[src/hw/rtl/hfii_pkg.sv]
// Shared types, constants and feature-pattern helpers for the Haar feature /
// integral image block. No dependencies.
`timescale 1ns / 1ps

package hfii_pkg;

    localparam int PIX_W    = 8;
    localparam int COORD_W  = 5;
    localparam int KIND_W   = 3;
    localparam int STORE_W  = 18;
    localparam int ROWSUM_W = 13;
    localparam int VALUE_W  = 19;
    localparam int EXT_W    = 8;   // extent of a feature: up to 3 * 31 plus a corner
    localparam int IN_W     = 32;
    localparam int OUT_W    = 24;

    localparam logic OP_LOAD = 1'b0;

    localparam logic [KIND_W-1:0] KIND_TWO_H   = 3'd0;
    localparam logic [KIND_W-1:0] KIND_THREE_H = 3'd1;
    localparam logic [KIND_W-1:0] KIND_TWO_V   = 3'd2;
    localparam logic [KIND_W-1:0] KIND_THREE_V = 3'd3;
    localparam logic [KIND_W-1:0] KIND_CHECKER = 3'd4;

    typedef enum logic [2:0] {
        ST_IDLE,
        ST_LD_READ,
        ST_LD_WRITE,
        ST_Q_READ,
        ST_Q_DRAIN,
        ST_EMIT
    } hfii_state_t;

    // Weights along one axis: one rect (-1,+1), two rects (-1,+2,-1),
    // three rects (-1,+2,-2,+1), over lines spaced one unit apart.
    typedef enum logic [1:0] {
        PAT_ONE,
        PAT_TWO,
        PAT_THREE
    } pat_t;

    typedef struct packed {
        logic neg;
        logic dbl;
    } weight_t;

    typedef struct packed {
        logic bad;
        pat_t row_pat;
        pat_t col_pat;
    } plan_t;

    function automatic weight_t pat_weight(input pat_t pat, input logic [1:0] idx);
        weight_t w;
        begin
            w.neg = 1'b0;
            w.dbl = 1'b0;
            case (pat)
                PAT_ONE:
                begin
                    w.neg = (idx == 2'd0);
                end
                PAT_TWO:
                begin
                    w.neg = (idx != 2'd1);
                    w.dbl = (idx == 2'd1);
                end
                default:
                begin
                    w.neg = (idx == 2'd0) || (idx == 2'd2);
                    w.dbl = (idx == 2'd1) || (idx == 2'd2);
                end
            endcase
            return w;
        end
    endfunction

    // Index of the last line of a pattern
    function automatic logic [1:0] pat_last(input pat_t pat);
        begin
            case (pat)
                PAT_ONE: return 2'd1;
                PAT_TWO: return 2'd2;
                default: return 2'd3;
            endcase
        end
    endfunction

    // Full extent of a pattern in rows or columns
    function automatic logic [EXT_W-1:0] pat_span(input pat_t pat,
                                                  input logic [COORD_W-1:0] unit);
        logic [EXT_W-1:0] u;
        begin
            u = EXT_W'(unit);
            case (pat)
                PAT_ONE: return u;
                PAT_TWO: return u << 1;
                default: return u + (u << 1);
            endcase
        end
    endfunction

endpackage

[src/hw/rtl/hfii_geom.sv]
// Feature geometry decode: axis patterns per feature kind and window bounds check.
// Depends on hfii_pkg.
`timescale 1ns / 1ps

module hfii_geom #(
    parameter int WINDOW = 24
) (
    input  logic [hfii_pkg::KIND_W-1:0]  feature_kind,
    input  logic [hfii_pkg::COORD_W-1:0] top_row,
    input  logic [hfii_pkg::COORD_W-1:0] left_col,
    input  logic [hfii_pkg::COORD_W-1:0] unit_width,
    input  logic [hfii_pkg::COORD_W-1:0] unit_height,
    output hfii_pkg::plan_t              plan
);
    import hfii_pkg::*;

    logic             kind_bad;
    pat_t             row_pat;
    pat_t             col_pat;
    logic [EXT_W-1:0] row_end;
    logic [EXT_W-1:0] col_end;

    always_comb
    begin
        kind_bad = 1'b0;
        row_pat  = PAT_ONE;
        col_pat  = PAT_ONE;
        unique case (feature_kind)
            KIND_TWO_H:   col_pat = PAT_TWO;
            KIND_THREE_H: col_pat = PAT_THREE;
            KIND_TWO_V:   row_pat = PAT_TWO;
            KIND_THREE_V: row_pat = PAT_THREE;
            KIND_CHECKER:
            begin
                row_pat = PAT_TWO;
                col_pat = PAT_TWO;
            end
            default:      kind_bad = 1'b1;
        endcase
    end

    assign row_end = EXT_W'(top_row) + pat_span(row_pat, unit_height);
    assign col_end = EXT_W'(left_col) + pat_span(col_pat, unit_width);

    assign plan.row_pat = row_pat;
    assign plan.col_pat = col_pat;
    assign plan.bad     = kind_bad || (unit_width == '0) || (unit_height == '0)
                        || (row_end > EXT_W'(WINDOW)) || (col_end > EXT_W'(WINDOW));

endmodule

[config.mk]
export PLATFORM = sky130hd
export DESIGN_NAME = hfii_geom
export DESIGN_NICKNAME = d
export VERILOG_FILES = /design/src/hw/rtl/hfii_pkg.sv /design/src/hw/rtl/hfii_geom.sv
export SDC_FILE = /design/constraint.sdc
export NUM_CORES = 1
export LEC_CHECK = 0
export CORE_ASPECT_RATIO = 1.2
export CORE_MARGIN = 8
export CORE_UTILIZATION = 34
export DETAILED_ROUTE_END_ITERATION = 7
export DONT_BUFFER_PORTS = 1
export PLACE_DENSITY = 0.53
export SYNTH_ARGS = -nofsm -noshare
export SYNTH_HDL_FRONTEND = slang
export SYNTH_SLANG_ARGS = --single-unit
[constraint.sdc]
create_clock -name vclk -period 5
set_input_delay 0.75 -clock vclk [all_inputs]
set_output_delay 0.75 -clock vclk [all_outputs]
set_load 0.02 [all_outputs]
==> results.cfg, run 1 <==
[sta]
hold_viol = 0
period_share_pct = 77.82
fin_ws_ns = 1.109
rsz0062_at_grt = no
max_slew_margin_pct = 66.64
fmax_mhz = 257.0
timing.hold.ws_ns = 1.697
tightest_slew_ns = 0.5004
drv_slew = 0
finalCriticalPeriod_ns = 3.891
report.final.setup_viol = 0
setup_tns_ns = 0

[yosys]
synth_nets = 201
synth_cell_types = 34
syn_area_per_cell_um2 = 7.685
syn_area_um2 = 1137
yosysSeqAreaShare_pct = 0
syn_inst = 148
ys_warn_count = 0

[floorplanning]
die_y_um = 79.36
core_area_um2 = 3281
die_area_um2 = 5459
pin_count = 28
dieWidth_um = 68.80
initial_core_util_pct = 34.67
rows = 23

[layout]
layout-drive-gt1-share_pct = 2.778
finalNonFillerCells = 181
layout.nets = 199
syn_to_final_growth_pct = 1.650
antenna_cells = 0
fin_util_pct = 35.24
seq_area_um2 = 0
seq_cells = 0
nClkBuffers = 0
fin_area_um2 = 1156

[power_and_ir_drop]
total_power_uw = 127.3
switching_share_pct = 53.36
internal-power_uw = 59.37
ir_drop_v = 0.00005424
powerDensity_nw_per_um2 = 110.1
seqPwrFrac_pct = 0
p_sw_uw = 67.92
p_leak_nw = 0.5468
p_clk_share_pct = 0
p_comb_share_pct = 100.0

[global_route]
grt_remaining_overflow = 0
grt_pass1_vias = 1145
antenna_found_initial = 0
grt_util_all_layers_pct = 11.17
grt_max_degree = 18
grt_first_pass_wirelength_um = 5057

[placed_design]
post-place-ws_ns = 1.096
globalplace.congestion = 0.7861
io_buffers = 0
dp_hpwl_um = 2588
place_inst = 181
dpl_cell_area_um2 = 1156

[worst_setup_path]
max_stage_delay_ns = 0.41
cp.arrival_ns = 3.14
path_cells = ha_1 > fa_1 > xnor2_1 > a221oi_1 > ha_1 > nor4b_1 > nor2_1 > o32ai_1 > a221oi_1 > nand4_1
cp_slowest_cell = fa_1
required_ns = 4.25
path_max_fanout = 5
worstSetupPathType = primary input to output port
critPathLaunchType = primary input
crit_path_start = unit_width[0]
cp-end-kind = output port
critPathCapture = plan[4]

[detailed_routing]
first_iter_violations = 56
dr.pass1.iters = 4
ant_nets = 0
routed_wl_um = 2923
wl_met3_um = 310
via_per_inst = 5.807
wl_met2_um = 1515
drc = 0
highest_layer = met3
routed-via-count = 1051
met1_length_um = 1096
routedWlPerCell_um = 16.15

[status]
status = finished, final reports clean

[clock_network]
cts_resized = 0
holdBufCountCts = 0
post_cts_buffers = 0

[min_path]
hold_class = primary input to output port

[job]
max-cap-violations = 0
layer usage:
| layer | up-vias | GRT usage (%) |
|---|---|---|
| li1 | 528 | - |
| met1 | 488 | 13.39 |
| met2 | 35 | 20.32 |
| met3 | 0 | 2.813 |
| met4 | 0 | 0 |
| met5 | - | 0 |
layout make-up:
type	count	area [um^2]
multi-input cells	127	1046
fillers	369	2125
well taps	37	46.29
inverters	17	63.81
power by group through the flow:
stage               Clock [mW]  Sequential [mW]  Combinational, mW
floorplan                    0                0              0.110
global placement             0                0              0.124
detailed placement           0                0              0.128
CTS                          0                0              0.129
global route                 0                0              0.145
finish                       0                0              0.127
worst max-delay path: cells and delay by family:
family                   cells  cell delay [ns]
adder cells (fa/ha/maj)      3             0.96
AO/OA/AOI/OAI                3             0.69
AND/OR/NAND/NOR              3             0.60
XOR/XNOR                     1             0.15
kinds of logic (layout without fill, tap and decap cells):
kind of cell | after synthesis | after routing | share of synthesized area [%]
AO/OA/AOI/OAI | 40 | 40 | 24.86
XOR/XNOR | 12 | 12 | 9.241
adder cells (fa/ha/maj) | 30 | 30 | 35.64
buffers and inverters | 21 | 17 | 8.030
multiplexers | 3 | 3 | 2.750
AND/OR/NAND/NOR | 42 | 42 | 19.47
cell usage in the layout (no fill, tap or decap), types with 2 or more instances in the layout:
| cell type | instances |
|---|---|
| o21ai_0 | 4 |
| ha_1 | 26 |
| nor2_1 | 9 |
| a21oi_1 | 12 |
| nor2b_1 | 4 |
| inv_1 | 17 |
| o32ai_1 | 3 |
| mux2i_1 | 2 |
| nand3_1 | 4 |
| nand2b_1 | 7 |
| xnor2_1 | 5 |
| a221oi_1 | 3 |
| a311oi_1 | 2 |
| o21a_1 | 2 |
| fa_1 | 4 |
| xor2_1 | 7 |
| nand2_1 | 8 |
| a21o_1 | 4 |
| nor3_1 | 4 |
| o22ai_1 | 5 |
synth_stat cells (all sizes together):
cell type / count / share of area (%)
o22ai: 5 / 2.8
inv: 17 / 5.6
nor3: 4 / 1.8
xor2: 7 / 5.4
o21ai: 4 / 1.8
or2: 1 / 0.55
buf: 4 / 2.4
nand2: 8 / 2.6
o221ai: 1 / 0.77
a21oi: 12 / 5.3
o32ai: 3 / 2.3
o221a: 1 / 0.99
a311oi: 2 / 1.5
nand2b: 7 / 3.9
nor4b: 1 / 0.77
fa: 4 / 7.0
nand3b: 1 / 0.66
and2: 1 / 0.55
mux2i: 2 / 1.8
a31oi: 2 / 2.4
nand3: 4 / 1.8
nor2: 9 / 3.0
or4b: 1 / 1.2
a21o: 4 / 2.6
ha: 26 / 29
a211o: 1 / 0.77
o21a: 2 / 1.3
a221oi: 3 / 2.3
mux2: 1 / 0.99
xnor2: 5 / 3.9
nand4: 1 / 0.55
nor2b: 4 / 2.2
worst min path at each step:
stage / startpoint / to / slack [ns] / cells after the start
floorplan: feature_kind[0] / plan[0] / 1.79 / 2
global placement: feature_kind[1] / plan[3] / 1.70 / 1
detailed placement: feature_kind[1] / plan[3] / 1.70 / 1
CTS: feature_kind[1] / plan[3] / 1.70 / 1
global route: feature_kind[1] / plan[3] / 1.70 / 1
finish: feature_kind[1] / plan[3] / 1.70 / 1
Power figures use the tool's default switching activity.
==> run 2, diff against run 1 <==
PLACE_DENSITY = 0.55   (was 0.53)
clock period = 3.2 ns   (was 5 ns; I/O delays follow)
==> run 2 against run 1 <==
Largest power group unchanged. Die area unchanged. Clock-buffer cell count unchanged. Highest routed layer is now met4. Total power is 100% higher. Combinational power up 100%. Hold slack got worse by 0.53 ns. The flow now finishes with violations (setup timing). Sequential share of layout area unchanged. Setup slack worse by 1.2 ns.
==> results.cfg, run 2 (synthesis results as in run 1) <==
[global_route]
grt_remaining_overflow = 0
antenna_found_initial = 0
grt_max_degree = 18
grt_pass1_vias = 1191
grt_first_pass_wirelength_um = 5382
grt_util_all_layers_pct = 11.91

[floorplanning]
core_area_um2 = 3281
die_area_um2 = 5459
die_y_um = 79.36
rows = 23
initial_core_util_pct = 34.67
dieWidth_um = 68.80
pin_count = 28

[placed_design]
io_buffers = 0
dpl_cell_area_um2 = 1284
place_inst = 198
globalplace.congestion = 0.8928
dp_hpwl_um = 2745

[worst_setup_path]
cp.arrival_ns = 2.82
worstSetupPathType = primary input to output port
path_cells = ha_4 > fa_1 > o22ai_1 > a31oi_1 > ha_1 > a21oi_2 > nand2_2 > xnor2_2 > o32ai_2 > a221oi_2 > nand4_1 > buf_6
critPathLaunchType = primary input
worst-path-buf-inv = 1
crit_path_start = unit_width[0]
path_max_fanout = 4
max_stage_delay_ns = 0.52
path_delay_family = adder cells
cp_slowest_cell = fa_1
required_ns = 2.72
cp-end-kind = output port

[detailed_routing]
ant_nets = 0
routedWlPerCell_um = 16.17
via_per_inst = 5.722
routed-via-count = 1133
first_iter_violations = 50
drc = 0
dr.pass1.iters = 5
routed_wl_um = 3201

[min_path]
hold_path.startpoint = feature_kind[1]
hold_class = primary input to output port

[sta]
rsz0062_at_grt = yes
finalCriticalPeriod_ns = 3.296
setup_tns_ns = -0.09618
tightest_slew_ns = 0.3062
drv_slew = 0
period_share_pct = 103.0
hold_viol = 0
report.final.setup_viol = 1
fmax_mhz = 303.4
fin_ws_ns = -0.09618
max_slew_margin_pct = 79.37

[layout]
fin_area_um2 = 1358
multi_input_area_um2 = 1116
fill_cells = 377
fin_util_pct = 41.38
syn_to_final_growth_pct = 19.36
finalNonFillerCells = 198
nClkBuffers = 0
antenna_cells = 0
seq_area_um2 = 0
seq_cells = 0
layout.nets = 216
layout_commonest_cell = ha_1
layout-drive-gt1-share_pct = 19.88
final_cell_mix = ha_1 (25), inv_1 (17), buf_4 (16), a21oi_1 (11), nor2_1 (9)

[power_and_ir_drop]
powerDensity_nw_per_um2 = 187.1
p_leak_nw = 0.6477
ir_drop_v = 0.00009578

[job]
max-cap-violations = 0

[status]
violations = setup timing
status = finished with violations
==> run 2: worst paths after layout <==
path | to | slack (ns) | depth (start not counted)
max | plan[4] | -0.1 | 12
min | plan[3] | 1.16 | 1
==> run 2: final cells by class <==
type	instances	area share, %
Multi-Input combinational cell	127	82.21
Timing Repair Buffer	17	9.677
Inverter	17	4.700
Tap cell	37	3.410
==> run 2: repair_timing <==
action / in CTS / in global routing
setup endpoints to repair: 1 / 1
hold buffers: 0 / 0
pin swaps: 0 / 9
setup buffers: 0 / 0
resized for setup: 2 / 11
==> run 2: report_power, final <==
| group | total, mW | internal (mW) | leakage [nW] | switching (mW) |
|---|---|---|---|---|
| Combinational | 0.254 | 0.128 | 0.648 | 0.126 |
| Sequential | 0 | 0 | 0 | 0 |
| Clock | 0 | 0 | 0 | 0 |
| Total | 0.254 | 0.128 | 0.648 | 0.126 |
==> run 2: metrics by stage <==
step	setup slack, ns	total power, mW	hold slack, ns
2_1_floorplan	0.06039	0.1718	1.253
3_3_place_gp	-0.1400	0.2238	1.163
3_5_place_dp	-0.2308	0.2348	1.163
4_1_cts	-0.1774	0.2388	1.164
5_1_grt	-0.2236	0.2839	1.167
6_report	-0.09618	0.2540	1.165
==> run 2: routing by layer <==
| metal | wire (um) | vias up | track usage (%) |
|---|---|---|---|
| met5 | 0 | - | 0 |
| met1 | 1109 | 520 | 12.82 |
| li1 | - | 559 | - |
| met2 | 1742 | 48 | 23.30 |
| met4 | 36 | 0 | 1.207 |
| met3 | 312 | 6 | 2.250 |
==> run 3, diff against run 2 <==
PLACE_DENSITY = 0.53   (was 0.55)
SLEW_MARGIN = 20   (was not set)
clock period = 4.1 ns   (was 3.2 ns; I/O delays follow)
==> run 3 against run 2 <==
The flow now finishes without violations. Utilization fell by 6.1 points. Routed wire length is 8.7% lower. Setup slack improved by 0.58 ns. Die area is the same. Critical path type unchanged. Highest routed layer is now met3.
==> results.cfg, run 3 (synthesis results as in run 1) <==
[detailed_routing]
first_iter_violations = 52
routed-via-count = 1049
via_per_inst = 5.796
drc = 0
dr.pass1.iters = 4
routed_wl_um = 2923
ant_nets = 0
routedWlPerCell_um = 16.15

[clock_network]
post_cts_buffers = 0
cts_resized = 0
holdBufCountCts = 0

[sta]
setup_tns_ns = 0
fmax_mhz = 276.2
drv_slew = 0
fin_ws_ns = 0.4789
report.final.setup_viol = 0
period_share_pct = 88.32
finalCriticalPeriod_ns = 3.621
rsz0062_at_grt = no
max_slew_margin_pct = 66.64
hold_viol = 0
tightest_slew_ns = 0.5004

[worst_setup_path]
cp_slowest_cell = fa_1
cp.arrival_ns = 3.01
path_max_fanout = 5
required_ns = 3.48
worstSetupPathType = primary input to output port
path_cells = ha_1 > fa_1 > xnor2_1 > a221oi_1 > ha_1 > nor4b_1 > nor2_1 > o32ai_1 > a221oi_1 > nand4_1
critPathLaunchType = primary input
cp-end-kind = output port
max_stage_delay_ns = 0.41

[min_path]
hold_class = primary input to output port

[placed_design]
post-place-ws_ns = 0.4662
globalplace.congestion = 0.7857
io_buffers = 0
dp_hpwl_um = 2587
place_inst = 181

[floorplanning]
die_y_um = 79.36
die_area_um2 = 5459
core_area_um2 = 3281
rows = 23
dieWidth_um = 68.80
pin_count = 28
initial_core_util_pct = 34.67

[power_and_ir_drop]
p_leak_nw = 0.5468
powerDensity_nw_per_um2 = 134.3
ir_drop_v = 0.00006614

[layout]
final_cell_mix = ha_1 (26), inv_1 (17), a21oi_1 (12), nor2_1 (9), nand2_1 (8)
antenna_cells = 0
seq_area_um2 = 0
finalNonFillerCells = 181
nClkBuffers = 0
layout.nets = 199
layout_commonest_cell = ha_1
layout-drive-gt1-share_pct = 2.778
syn_to_final_growth_pct = 1.650
seq_cells = 0

[global_route]
grt_first_pass_wirelength_um = 5057
grt_util_all_layers_pct = 11.17
grt_pass1_vias = 1145
grt_max_degree = 18
grt_remaining_overflow = 0
antenna_found_initial = 0

[job]
max-cap-violations = 0

[status]
status = finished, final reports clean
[run 3: cell type report]
class                           count  area [um^2]
Fill cell                         370         2125
Inverter                           17        63.81
Multi-Input combinational cell    127         1046
Tap cell                           37        46.29
[run 3: worst max-delay path, delay by kind of cell]
family,cells,cell delay [ns]
compound gates,3,0.69
fa+ha+maj,3,0.96
xor+xnor,1,0.15
simple gates,3,0.60
[run 3: final timing paths]
kind | from | to | slack (ns) | depth (start not counted)
hold / removal | feature_kind[1] | plan[3] | 1.43 | 1
setup / recovery | unit_width[0] | plan[4] | 0.48 | 10
[run 3: layer usage]
layer  part of all wire (%)  routed length (um)  track usage (%)  up-vias
met4                      0                   0                0        0
met2                     52                1518            20.32       36
li1                       -                   -                -      526
met1                     37                1091            13.39      487
met3                     11                 314            2.813        0
met5                      0                   0                0        -
[run 3: report_power, final]
group,switching (mW),total [mW],internal (mW)
clock,0,0,0
sequential,0,0,0
combinational,0.0828,0.155,0.0724
[run 3: through the flow]
step                      cell area (um^2)  hold slack (ns)  util (%)  power, mW
after floorplan                       1137            1.523         -     0.1341
after global placement                1156            1.430     35.24     0.1511
after detailed placement              1156            1.430     35.24     0.1565
after CTS                             1156            1.430     35.24     0.1576
after global routing                  1156            1.428     35.24     0.1765
final                                 1156            1.427     35.24     0.1552
